[src/spcp_pkg.sv]
`timescale 1ns / 1ps
`default_nettype none
// ----------------------------------------------------------------------------
// spcp_pkg
// Shared types and constants of the serial position command parser.
// ----------------------------------------------------------------------------
package spcp_pkg;

  localparam int BYTE_W  = 8;
  localparam int POS_W   = 7;
  localparam int CODE_W  = 3;
  localparam int CIDX_W  = 2;

  localparam int LINE_MAX_DEF = 32;

  typedef logic [BYTE_W-1:0] byte_t;
  typedef logic [POS_W-1:0]  pos_t;

  typedef enum logic [CODE_W-1:0] {
    REPLY_ENABLED  = 3'd0,
    REPLY_DISABLED = 3'd1,
    REPLY_POSITION = 3'd2,
    REPLY_SYS_OFF  = 3'd3,
    REPLY_BAD      = 3'd4
  } reply_code_t;

  typedef enum logic [CIDX_W-1:0] {
    CFG_POS_MIN   = 2'd0,
    CFG_POS_MAX   = 2'd1,
    CFG_STEP_SIZE = 2'd2,
    CFG_UNUSED    = 2'd3
  } cfg_index_t;

  localparam byte_t CH_CR    = 8'h0D;
  localparam byte_t CH_LF    = 8'h0A;
  localparam byte_t CH_PLUS  = 8'h2B;
  localparam byte_t CH_MINUS = 8'h2D;
  localparam byte_t CH_E     = 8'h65;
  localparam byte_t CH_D     = 8'h64;
  localparam byte_t CH_ZERO  = 8'h30;
  localparam byte_t CH_NINE  = 8'h39;
  localparam byte_t CH_NUL   = 8'h00;

  localparam pos_t POS_MIN_RST  = 7'd10;
  localparam pos_t POS_MAX_RST  = 7'd90;
  localparam pos_t STEP_RST     = 7'd5;
  localparam pos_t POSITION_RST = 7'd10;

endpackage

`default_nettype wire

[src/spcp_if.sv]
`timescale 1ns / 1ps
`default_nettype none
// ----------------------------------------------------------------------------
// spcp channels
// Valid/ready channels for received bytes and for replies.
// ----------------------------------------------------------------------------
interface spcp_byte_if;
  logic              valid;
  logic              ready;
  spcp_pkg::byte_t   rx_byte;

  modport source (output valid, output rx_byte, input ready);
  modport sink   (input valid, input rx_byte, output ready);
endinterface

interface spcp_reply_if;
  logic                  valid;
  logic                  ready;
  spcp_pkg::reply_code_t reply_code;
  spcp_pkg::pos_t        current_position;

  modport source (output valid, output reply_code, output current_position, input ready);
  modport sink   (input valid, input reply_code, input current_position, output ready);
endinterface

`default_nettype wire

[src/serial_position_command_parser.sv]
`timescale 1ns / 1ps
`default_nettype none
// ----------------------------------------------------------------------------
// serial_position_command_parser
// Gathers received bytes into CR/LF terminated lines and answers each
// non-empty line with one reply code and the current position.
//
// Usage:
//   rx_chan carries one received byte per transfer. reply_chan carries one
//   reply per closed non-empty line: reply_code and current_position.
//   Bytes are taken at one per cycle while rx_chan ready is high; it drops
//   when the skid register is full and returns the cycle after reply_chan
//   takes a transfer. A terminator byte puts its reply in the output
//   register, or in the skid register if the output register is full; other
//   bytes produce none. With an output register and a one-entry skid
//   register, a stalled receiver blocks rx_chan only once both hold a
//   reply. Lines reaching LINE_MAX bytes are dropped without a reply.
//   Limits and step size are written through cfg_write / cfg_index /
//   cfg_data; index 3 is ignored. The user must write them only while the
//   block is idle; the block does not enforce it. Reset (rst, synchronous)
//   empties the reply buffer, clears the line, disables the system, sets
//   position to 10 and loads the default limits 10 and 90 and step size 5.
// ----------------------------------------------------------------------------
module serial_position_command_parser #(
  parameter int LINE_MAX = spcp_pkg::LINE_MAX_DEF
) (
  input  wire                           clk,
  input  wire                           rst,
  input  wire                           cfg_write,
  input  wire [spcp_pkg::CIDX_W-1:0]    cfg_index,
  input  wire [spcp_pkg::POS_W-1:0]     cfg_data,
  spcp_byte_if.sink                     rx_chan,
  spcp_reply_if.source                  reply_chan
);
  import spcp_pkg::*;

  localparam int LC_W = $clog2(LINE_MAX);

  pos_t pos_min;
  pos_t pos_max;
  pos_t step_size;

  logic [LC_W-1:0] line_count;
  logic [1:0]      eff_length;
  logic            zero_seen;
  byte_t           first_char;
  byte_t           second_char;
  logic            enabled_flag;
  pos_t            position;

  logic            out_valid;
  reply_code_t     out_code;
  pos_t            out_pos;
  logic            skid_valid;
  reply_code_t     skid_code;
  pos_t            skid_pos;

  logic            accept;
  logic            is_term;
  logic            push;
  logic            pop;
  logic [LC_W:0]   lc_inc;
  logic            wrap;

  reply_code_t     code_next;
  pos_t            position_next;
  logic            enabled_next;
  logic [POS_W:0]  sum;
  logic [POS_W:0]  diff;
  pos_t            digit_val;
  logic            first_digit;
  logic            second_digit;

  assign rx_chan.ready = !skid_valid;
  assign accept  = rx_chan.valid && rx_chan.ready;
  assign is_term = (rx_chan.rx_byte == CH_CR) || (rx_chan.rx_byte == CH_LF);
  assign push    = accept && is_term && (line_count != '0);
  assign pop     = reply_chan.valid && reply_chan.ready;
  assign lc_inc  = {1'b0, line_count} + {{LC_W{1'b0}}, 1'b1};
  assign wrap    = lc_inc >= (LC_W+1)'(LINE_MAX);

  assign sum          = {1'b0, position} + {1'b0, step_size};
  assign diff         = {1'b0, position} - {1'b0, step_size};
  assign first_digit  = (first_char >= CH_ZERO) && (first_char <= CH_NINE);
  assign second_digit = (second_char >= CH_ZERO) && (second_char <= CH_NINE);
  assign digit_val    = {first_char[3:0], 3'b000} + {2'b00, first_char[3:0], 1'b0}
                      + {3'b000, second_char[3:0]};

  always_comb begin
    code_next     = REPLY_BAD;
    position_next = position;
    enabled_next  = enabled_flag;
    if (eff_length == 2'd1 && first_char == CH_E) begin
      enabled_next = 1'b1;
      code_next    = REPLY_ENABLED;
    end else if (eff_length == 2'd1 && first_char == CH_D) begin
      enabled_next = 1'b0;
      code_next    = REPLY_DISABLED;
    end else if (eff_length == 2'd1 && first_char == CH_PLUS) begin
      if (!enabled_flag) begin
        code_next = REPLY_SYS_OFF;
      end else begin
        code_next     = REPLY_POSITION;
        position_next = (sum > {1'b0, pos_max}) ? pos_max : sum[POS_W-1:0];
      end
    end else if (eff_length == 2'd1 && first_char == CH_MINUS) begin
      if (!enabled_flag) begin
        code_next = REPLY_SYS_OFF;
      end else begin
        code_next     = REPLY_POSITION;
        position_next = (diff[POS_W] || diff[POS_W-1:0] < pos_min) ? pos_min
                                                                   : diff[POS_W-1:0];
      end
    end else if (eff_length == 2'd2 && first_digit && second_digit) begin
      if (digit_val < pos_min || digit_val > pos_max) begin
        code_next = REPLY_BAD;
      end else if (!enabled_flag) begin
        code_next = REPLY_SYS_OFF;
      end else begin
        code_next     = REPLY_POSITION;
        position_next = digit_val;
      end
    end
  end

  always_ff @(posedge clk) begin
    if (rst) begin
      pos_min   <= POS_MIN_RST;
      pos_max   <= POS_MAX_RST;
      step_size <= STEP_RST;
    end else if (cfg_write) begin
      unique case (cfg_index_t'(cfg_index))
        CFG_POS_MIN:   pos_min   <= cfg_data;
        CFG_POS_MAX:   pos_max   <= cfg_data;
        CFG_STEP_SIZE: step_size <= cfg_data;
        default:       ;
      endcase
    end
  end

  always_ff @(posedge clk) begin
    if (rst) begin
      line_count   <= '0;
      eff_length   <= '0;
      zero_seen    <= 1'b0;
      first_char   <= '0;
      second_char  <= '0;
      enabled_flag <= 1'b0;
      position     <= POSITION_RST;
    end else if (accept) begin
      if (is_term) begin
        if (line_count != '0) begin
          enabled_flag <= enabled_next;
          position     <= position_next;
          line_count   <= '0;
          eff_length   <= '0;
          zero_seen    <= 1'b0;
        end
      end else begin
        if (line_count == '0) begin
          first_char <= rx_chan.rx_byte;
        end
        if (line_count == LC_W'(1)) begin
          second_char <= rx_chan.rx_byte;
        end
        if (wrap) begin
          line_count <= '0;
          eff_length <= '0;
          zero_seen  <= 1'b0;
        end else begin
          line_count <= lc_inc[LC_W-1:0];
          if (!zero_seen) begin
            if (rx_chan.rx_byte == CH_NUL) begin
              zero_seen <= 1'b1;
            end else if (eff_length != 2'd3) begin
              eff_length <= eff_length + 2'd1;
            end
          end
        end
      end
    end
  end

  always_ff @(posedge clk) begin
    if (rst) begin
      out_valid  <= 1'b0;
      skid_valid <= 1'b0;
    end else if (!out_valid || pop) begin
      if (skid_valid) begin
        out_valid  <= 1'b1;
        skid_valid <= 1'b0;
      end else begin
        out_valid <= push;
      end
    end else if (push) begin
      skid_valid <= 1'b1;
    end
  end

  always_ff @(posedge clk) begin
    if (!out_valid || pop) begin
      if (skid_valid) begin
        out_code <= skid_code;
        out_pos  <= skid_pos;
      end else begin
        out_code <= code_next;
        out_pos  <= position_next;
      end
    end
    if (out_valid && !pop && !skid_valid) begin
      skid_code <= code_next;
      skid_pos  <= position_next;
    end
  end

  assign reply_chan.valid            = out_valid;
  assign reply_chan.reply_code       = out_code;
  assign reply_chan.current_position = out_pos;

endmodule

`default_nettype wire
[src/flat_wrapper.sv]
// flat-port wrapper written by rule: the top's interface ports become plain ports
module serial_position_command_parser_flat import spcp_pkg::*;
#(
  parameter int LINE_MAX = spcp_pkg::LINE_MAX_DEF
)
  (clk, rst, cfg_write, cfg_index, cfg_data, rx_chan_valid, rx_chan_rx_byte, rx_chan_ready, reply_chan_valid, reply_chan_reply_code, reply_chan_current_position, reply_chan_ready);
  spcp_byte_if rx_chan_i ();
  spcp_reply_if reply_chan_i ();
  input  wire clk;
  input  wire rst;
  input  wire cfg_write;
  input  wire [spcp_pkg::CIDX_W-1:0] cfg_index;
  input  wire [spcp_pkg::POS_W-1:0] cfg_data;
  input wire logic [$bits(rx_chan_i.valid)-1:0] rx_chan_valid;
  input wire logic [$bits(rx_chan_i.rx_byte)-1:0] rx_chan_rx_byte;
  output wire logic [$bits(rx_chan_i.ready)-1:0] rx_chan_ready;
  output wire logic [$bits(reply_chan_i.valid)-1:0] reply_chan_valid;
  output wire logic [$bits(reply_chan_i.reply_code)-1:0] reply_chan_reply_code;
  output wire logic [$bits(reply_chan_i.current_position)-1:0] reply_chan_current_position;
  input wire logic [$bits(reply_chan_i.ready)-1:0] reply_chan_ready;
  assign rx_chan_i.valid = rx_chan_valid;
  assign rx_chan_i.rx_byte = rx_chan_rx_byte;
  assign rx_chan_ready = rx_chan_i.ready;
  assign reply_chan_valid = reply_chan_i.valid;
  assign reply_chan_reply_code = reply_chan_i.reply_code;
  assign reply_chan_current_position = reply_chan_i.current_position;
  assign reply_chan_i.ready = reply_chan_ready;
  serial_position_command_parser #(.LINE_MAX(LINE_MAX)) u_core (.clk(clk), .rst(rst), .cfg_write(cfg_write), .cfg_index(cfg_index), .cfg_data(cfg_data), .rx_chan(rx_chan_i), .reply_chan(reply_chan_i));
endmodule
[config.mk]
export PLATFORM = sky130hd
export DESIGN_NAME = serial_position_command_parser_flat
export DESIGN_NICKNAME = d
export VERILOG_FILES = /design/src/spcp_pkg.sv /design/src/spcp_if.sv /design/src/serial_position_command_parser.sv /design/src/flat_wrapper.sv
export SDC_FILE = /design/constraint.sdc
export NUM_CORES = 1
export LEC_CHECK = 0
export BUFFER_PORTS_ARGS = -buffer_cell sky130_fd_sc_hd__buf_2
export CAP_MARGIN = 20
export CORE_UTILIZATION = 55
export CTS_CLUSTER_SIZE = 24
export DETAILED_ROUTE_END_ITERATION = 7
export GPL_TIMING_DRIVEN = 0
export PLACE_DENSITY = 0.74
export SLEW_MARGIN = 20
export SYNTH_ARGS = -nofsm -noshare
export SYNTH_HDL_FRONTEND = slang
export SYNTH_SLANG_ARGS = --single-unit
[constraint.sdc]
create_clock -name clk -period 3.65 [get_ports clk]
set_input_delay 0.5475 -clock clk [delete_from_list [all_inputs] [get_ports clk]]
set_output_delay 0.5475 -clock clk [all_outputs]
set_load 0.005 [all_outputs]
==> impl_metrics.py <==
metrics = {
    "run_status": {
        "run_status": "finished with violations",
        "failed_checks": "design-rule violations, negative setup slack",
    },
    "worst_setup_path": {
        "critPathCaptureType": "flip-flop",
        "reg2reg_slack_ns": -0.37,
        "critPathRequiredTime_ns": 3.76,
        "crit_fanout": 4,
        "worstReg2RegStart": "u_core.first_char[0]",
        "worst_r2r_path_depth": 14,
        "critical_path_class": "reg2reg",
        "worstPathArrival_ns": 4.13,
        "timing.critical_path.from_type": "flip-flop",
        "r2r_end": "u_core.reply_chan.current_position[3]",
    },
    "logic_synthesis": {
        "ys_seq_area_frac": 0.336,
        "dominant_synthesized_flop_cell": "dfxtp_1",
        "number_of_synthesized_flops_with_an_enable_pin": 20,
        "synth-warning-count": 0,
        "synth-async-reset-ratio": 0,
        "netlist_instances": 565,
        "count_of_different_cell_masters_after_synthesis": 76,
        "mappedNetlistNets": 644,
        "synthesis.area_sq_um": 5070,
        "synth.avg_cell_area_sq_um": 8.97,
        "ffs_latches_synth": 75,
    },
    "cells_and_area": {
        "design.final.nets": 717,
        "share_of_layout_cells_above_drive_strength_1": 0.260,
        "insertedDiodeCount": 0,
        "syn2layout_area_growth_pct": 21.0,
        "final_cell_mix": "nor2_1, ha_1, inv_1, dfxtp_1, a21oi_1",
        "final_common_cell": "nor2_1",
        "finalNonFillerCells": 751,
    },
    "detailed_routing": {
        "final_routed_wire_length_divided_by_cell_count_microns": 18.1,
        "detailedRoute.firstIterationViolations": 364,
        "detail_route.wirelength_mm": 13.6,
        "drtAntennaViolNets": 0,
        "drc_errors": 5,
        "drt-vias-per-instance": 5.98,
        "detailroute.via_count": 4490,
        "detail_route.first_pass.iterations": 7,
    },
    "clocking": {
        "num_cts_buffers": 9,
        "cts-root-buf": "clkbuf_8",
        "tritoncts": "done",
        "tritoncts_sink_count": 75,
        "clk_path_buf_depth": 2,
        "clock_latency_ns": 0.36,
        "cts_max_level": 3,
        "clk_transition_reported_paths_ns": 0.08,
    },
    "sta": {
        "setup_viol_count_final": 24,
        "final.min_clock_period_ns": 4.02,
        "slew_viol_final": 0,
        "final.period_utilization": 1.10,
        "setup_clock_skew_after_layout_ns": 0.00618,
        "fin_worst_hold_slack_ns": 0.430,
        "rsz_0062_raised_after_global_routing": "true",
        "layout_setup_ws_ns": -0.369,
        "worst_slew_pin_slew_ns": 0.777,
        "hold_viol_final": 0,
        "timing.fmax_ghz": 0.249,
        "rel_slew_slack": 0.480,
    },
    "floorplanning": {
        "initial_utilization": 0.575,
        "die_area_sq_um": 9600,
        "die_h_microns": 98.0,
        "fp.dieW_microns": 98.0,
        "placementRows": 34,
        "core_region_area_sq_um": 8810,
        "boundaryPins": 34,
    },
    "placed_design": {
        "detailed_place_hpwl_mm": 9.74,
        "gpl_wtd_cong": 0.933,
        "portBuffers": 32,
        "post-place-cells": 705,
    },
    "job": {
        "max_cap_violations": 0,
    },
    "grt": {
        "vias_in_the_first_global_route": 4394,
        "largest_net_degree_at_the_start_of_global_routing": 14,
        "track_usage": 0.284,
        "wire_length_of_the_first_global_routing_pass_mm": 21.5,
        "gr-total-overflow": 0,
        "number_of_antenna_violations_at_the_first_check_in_global_routing": 0,
    },
    "worst_hold_path": {
        "hold_start": "cfg_data[1]",
        "timing.hold.worst_endpoint": "u_core.pos_min[1]",
        "hold_path.class": "in2reg",
        "whs_path_depth": 2,
    },
    "power_and_ir_drop": {
        "power_density_over_the_cells_nw_per_um2": 320,
        "worst_ir_drop_vdd_mv": 0.194,
        "cellLeakagePower_nw": 2.72,
    },
}
[area by class of cell]
type | count | area [sq um]
multi-input cells | 419 | 3360
fillers | 668 | 2680
flip-flops and latches | 75 | 1720
repair buffers | 63 | 437
inverters | 53 | 199
clock buffers | 10 | 138
well taps | 108 | 135
plain buffers | 17 | 76.3
clock inverters | 6 | 62.6
[power by group]
part	total (mW)	switching, mW	internal [mW]	leakage (nW)
clock network	0.658	0.324	0.334	0.0992
logic	0.410	0.238	0.173	1.96
registers	0.895	0.0246	0.870	0.665
total	1.96	0.586	1.38	2.72
[through the flow]
| stage | util | total power [mW] | area [sq um] | TNS, ns | worst slack (ns) |
|---|---|---|---|---|---|
| 4_1_cts | 0.674 | 1.94 | 5940 | -2.33 | -0.248 |
| 3_3_place_gp | 0.610 | 1.22 | 5370 | -7.55 | -0.511 |
| 6_report | 0.696 | 1.96 | 6130 | -5.21 | -0.369 |
| 2_1_floorplan | - | 1.14 | 5080 | 0 | 0.00739 |
| 5_1_grt | 0.696 | 2.04 | 6130 | -8.32 | -0.484 |
| 3_5_place_dp | 0.610 | 1.23 | 5370 | -9.98 | -0.597 |
[metal layers]
layer | vias up | global-route usage | wire length (microns)
li1 | 2149 | - | -
met1 | 2107 | 0.376 | 6000
met2 | 191 | 0.472 | 6240
met3 | 43 | 0.0358 | 917
met4 | 0 | 0.112 | 452
met5 | - | 0 | 0
[worst max-delay path by stage]
stage,start,endpoint,slack [ns],cells after the start
final,u_core.first_char[0],u_core.reply_chan.current_position[3],-0.37,14
after detailed placement,u_core.first_char[0],u_core.reply_chan.current_position[3],-0.60,17
after global placement,u_core.first_char[0],u_core.reply_chan.current_position[3],-0.51,16
after CTS,u_core.first_char[2],u_core.reply_chan.current_position[3],-0.25,16
after floorplan,u_core.second_char[3],u_core.reply_chan.current_position[3],0.007,17
after global routing,u_core.second_char[3],u_core.reply_chan.current_position[3],-0.48,17
[registers in the layout (all words and copies together), names as in the netlist]
| signal | count |
|---|---|
| u_core.skid_valid | 1 |
| u_core.reply_chan.valid | 1 |
| u_core.skid_pos | 7 |
| u_core.second_char | 8 |
| u_core.line_count | 5 |
| u_core.pos_min | 7 |
| u_core.pos_max | 7 |
| u_core.skid_code | 3 |
| u_core.enabled_flag | 1 |
| u_core.first_char | 8 |
| u_core.zero_seen | 1 |
| u_core.reply_chan.current_position | 7 |
| u_core.reply_chan.reply_code | 3 |
| u_core.step_size | 7 |
| u_core.eff_length | 2 |
| u_core.position | 7 |
[timing repair]
item	in CTS	in global routing
endpoints found under the setup margin	27	27
pin swaps	24	22
hold buffers	0	0
setup buffers	23	8
resized for setup	39	36
endpoints found under the hold margin	0	0
[Yosys cell counts, types with 8 or more instances]
master	number	area, sq um
a21oi_1	44	220
nand3_1	16	80.1
mux2i_1	23	230
nor3_1	8	40.0
o21ai_0	14	70.1
inv_1	52	195
dfxtp_1	55	1100
edfxtp_1	20	601
nand2b_1	14	87.6
nand2_1	34	128
clkbuf_1	14	52.6
o211ai_1	8	60.1
ha_1	53	663
nor2_1	72	270
[cells by family after synthesis]
| kind of cell | after synthesis | synth area share |
|---|---|---|
| and+or+nand+nor | 191 | 0.197 |
| AOI/OAI and AO/OA | 126 | 0.179 |
| DFF | 75 | 0.336 |
| buffers and inverters | 71 | 0.0551 |
| adders and majority gates | 57 | 0.147 |
| muxes | 31 | 0.0632 |
| xor gates and xnor gates | 14 | 0.0242 |
[worst max-delay path, stage by stage (launching register included)]
cell	delay [ns]
dfxtp_4	0.36
inv_2	0.05
fa_1	0.49
fa_2	0.39
buf_4	0.15
xnor2_2	0.31
ha_1	0.33
a211oi_2	0.27
nor2_2	0.07
o31ai_4	0.33
nor4b_4	0.35
inv_2	0.11
o221ai_4	0.25
o21ai_2	0.11
a22o_1	0.19
Power figures use the tool's default switching activity.
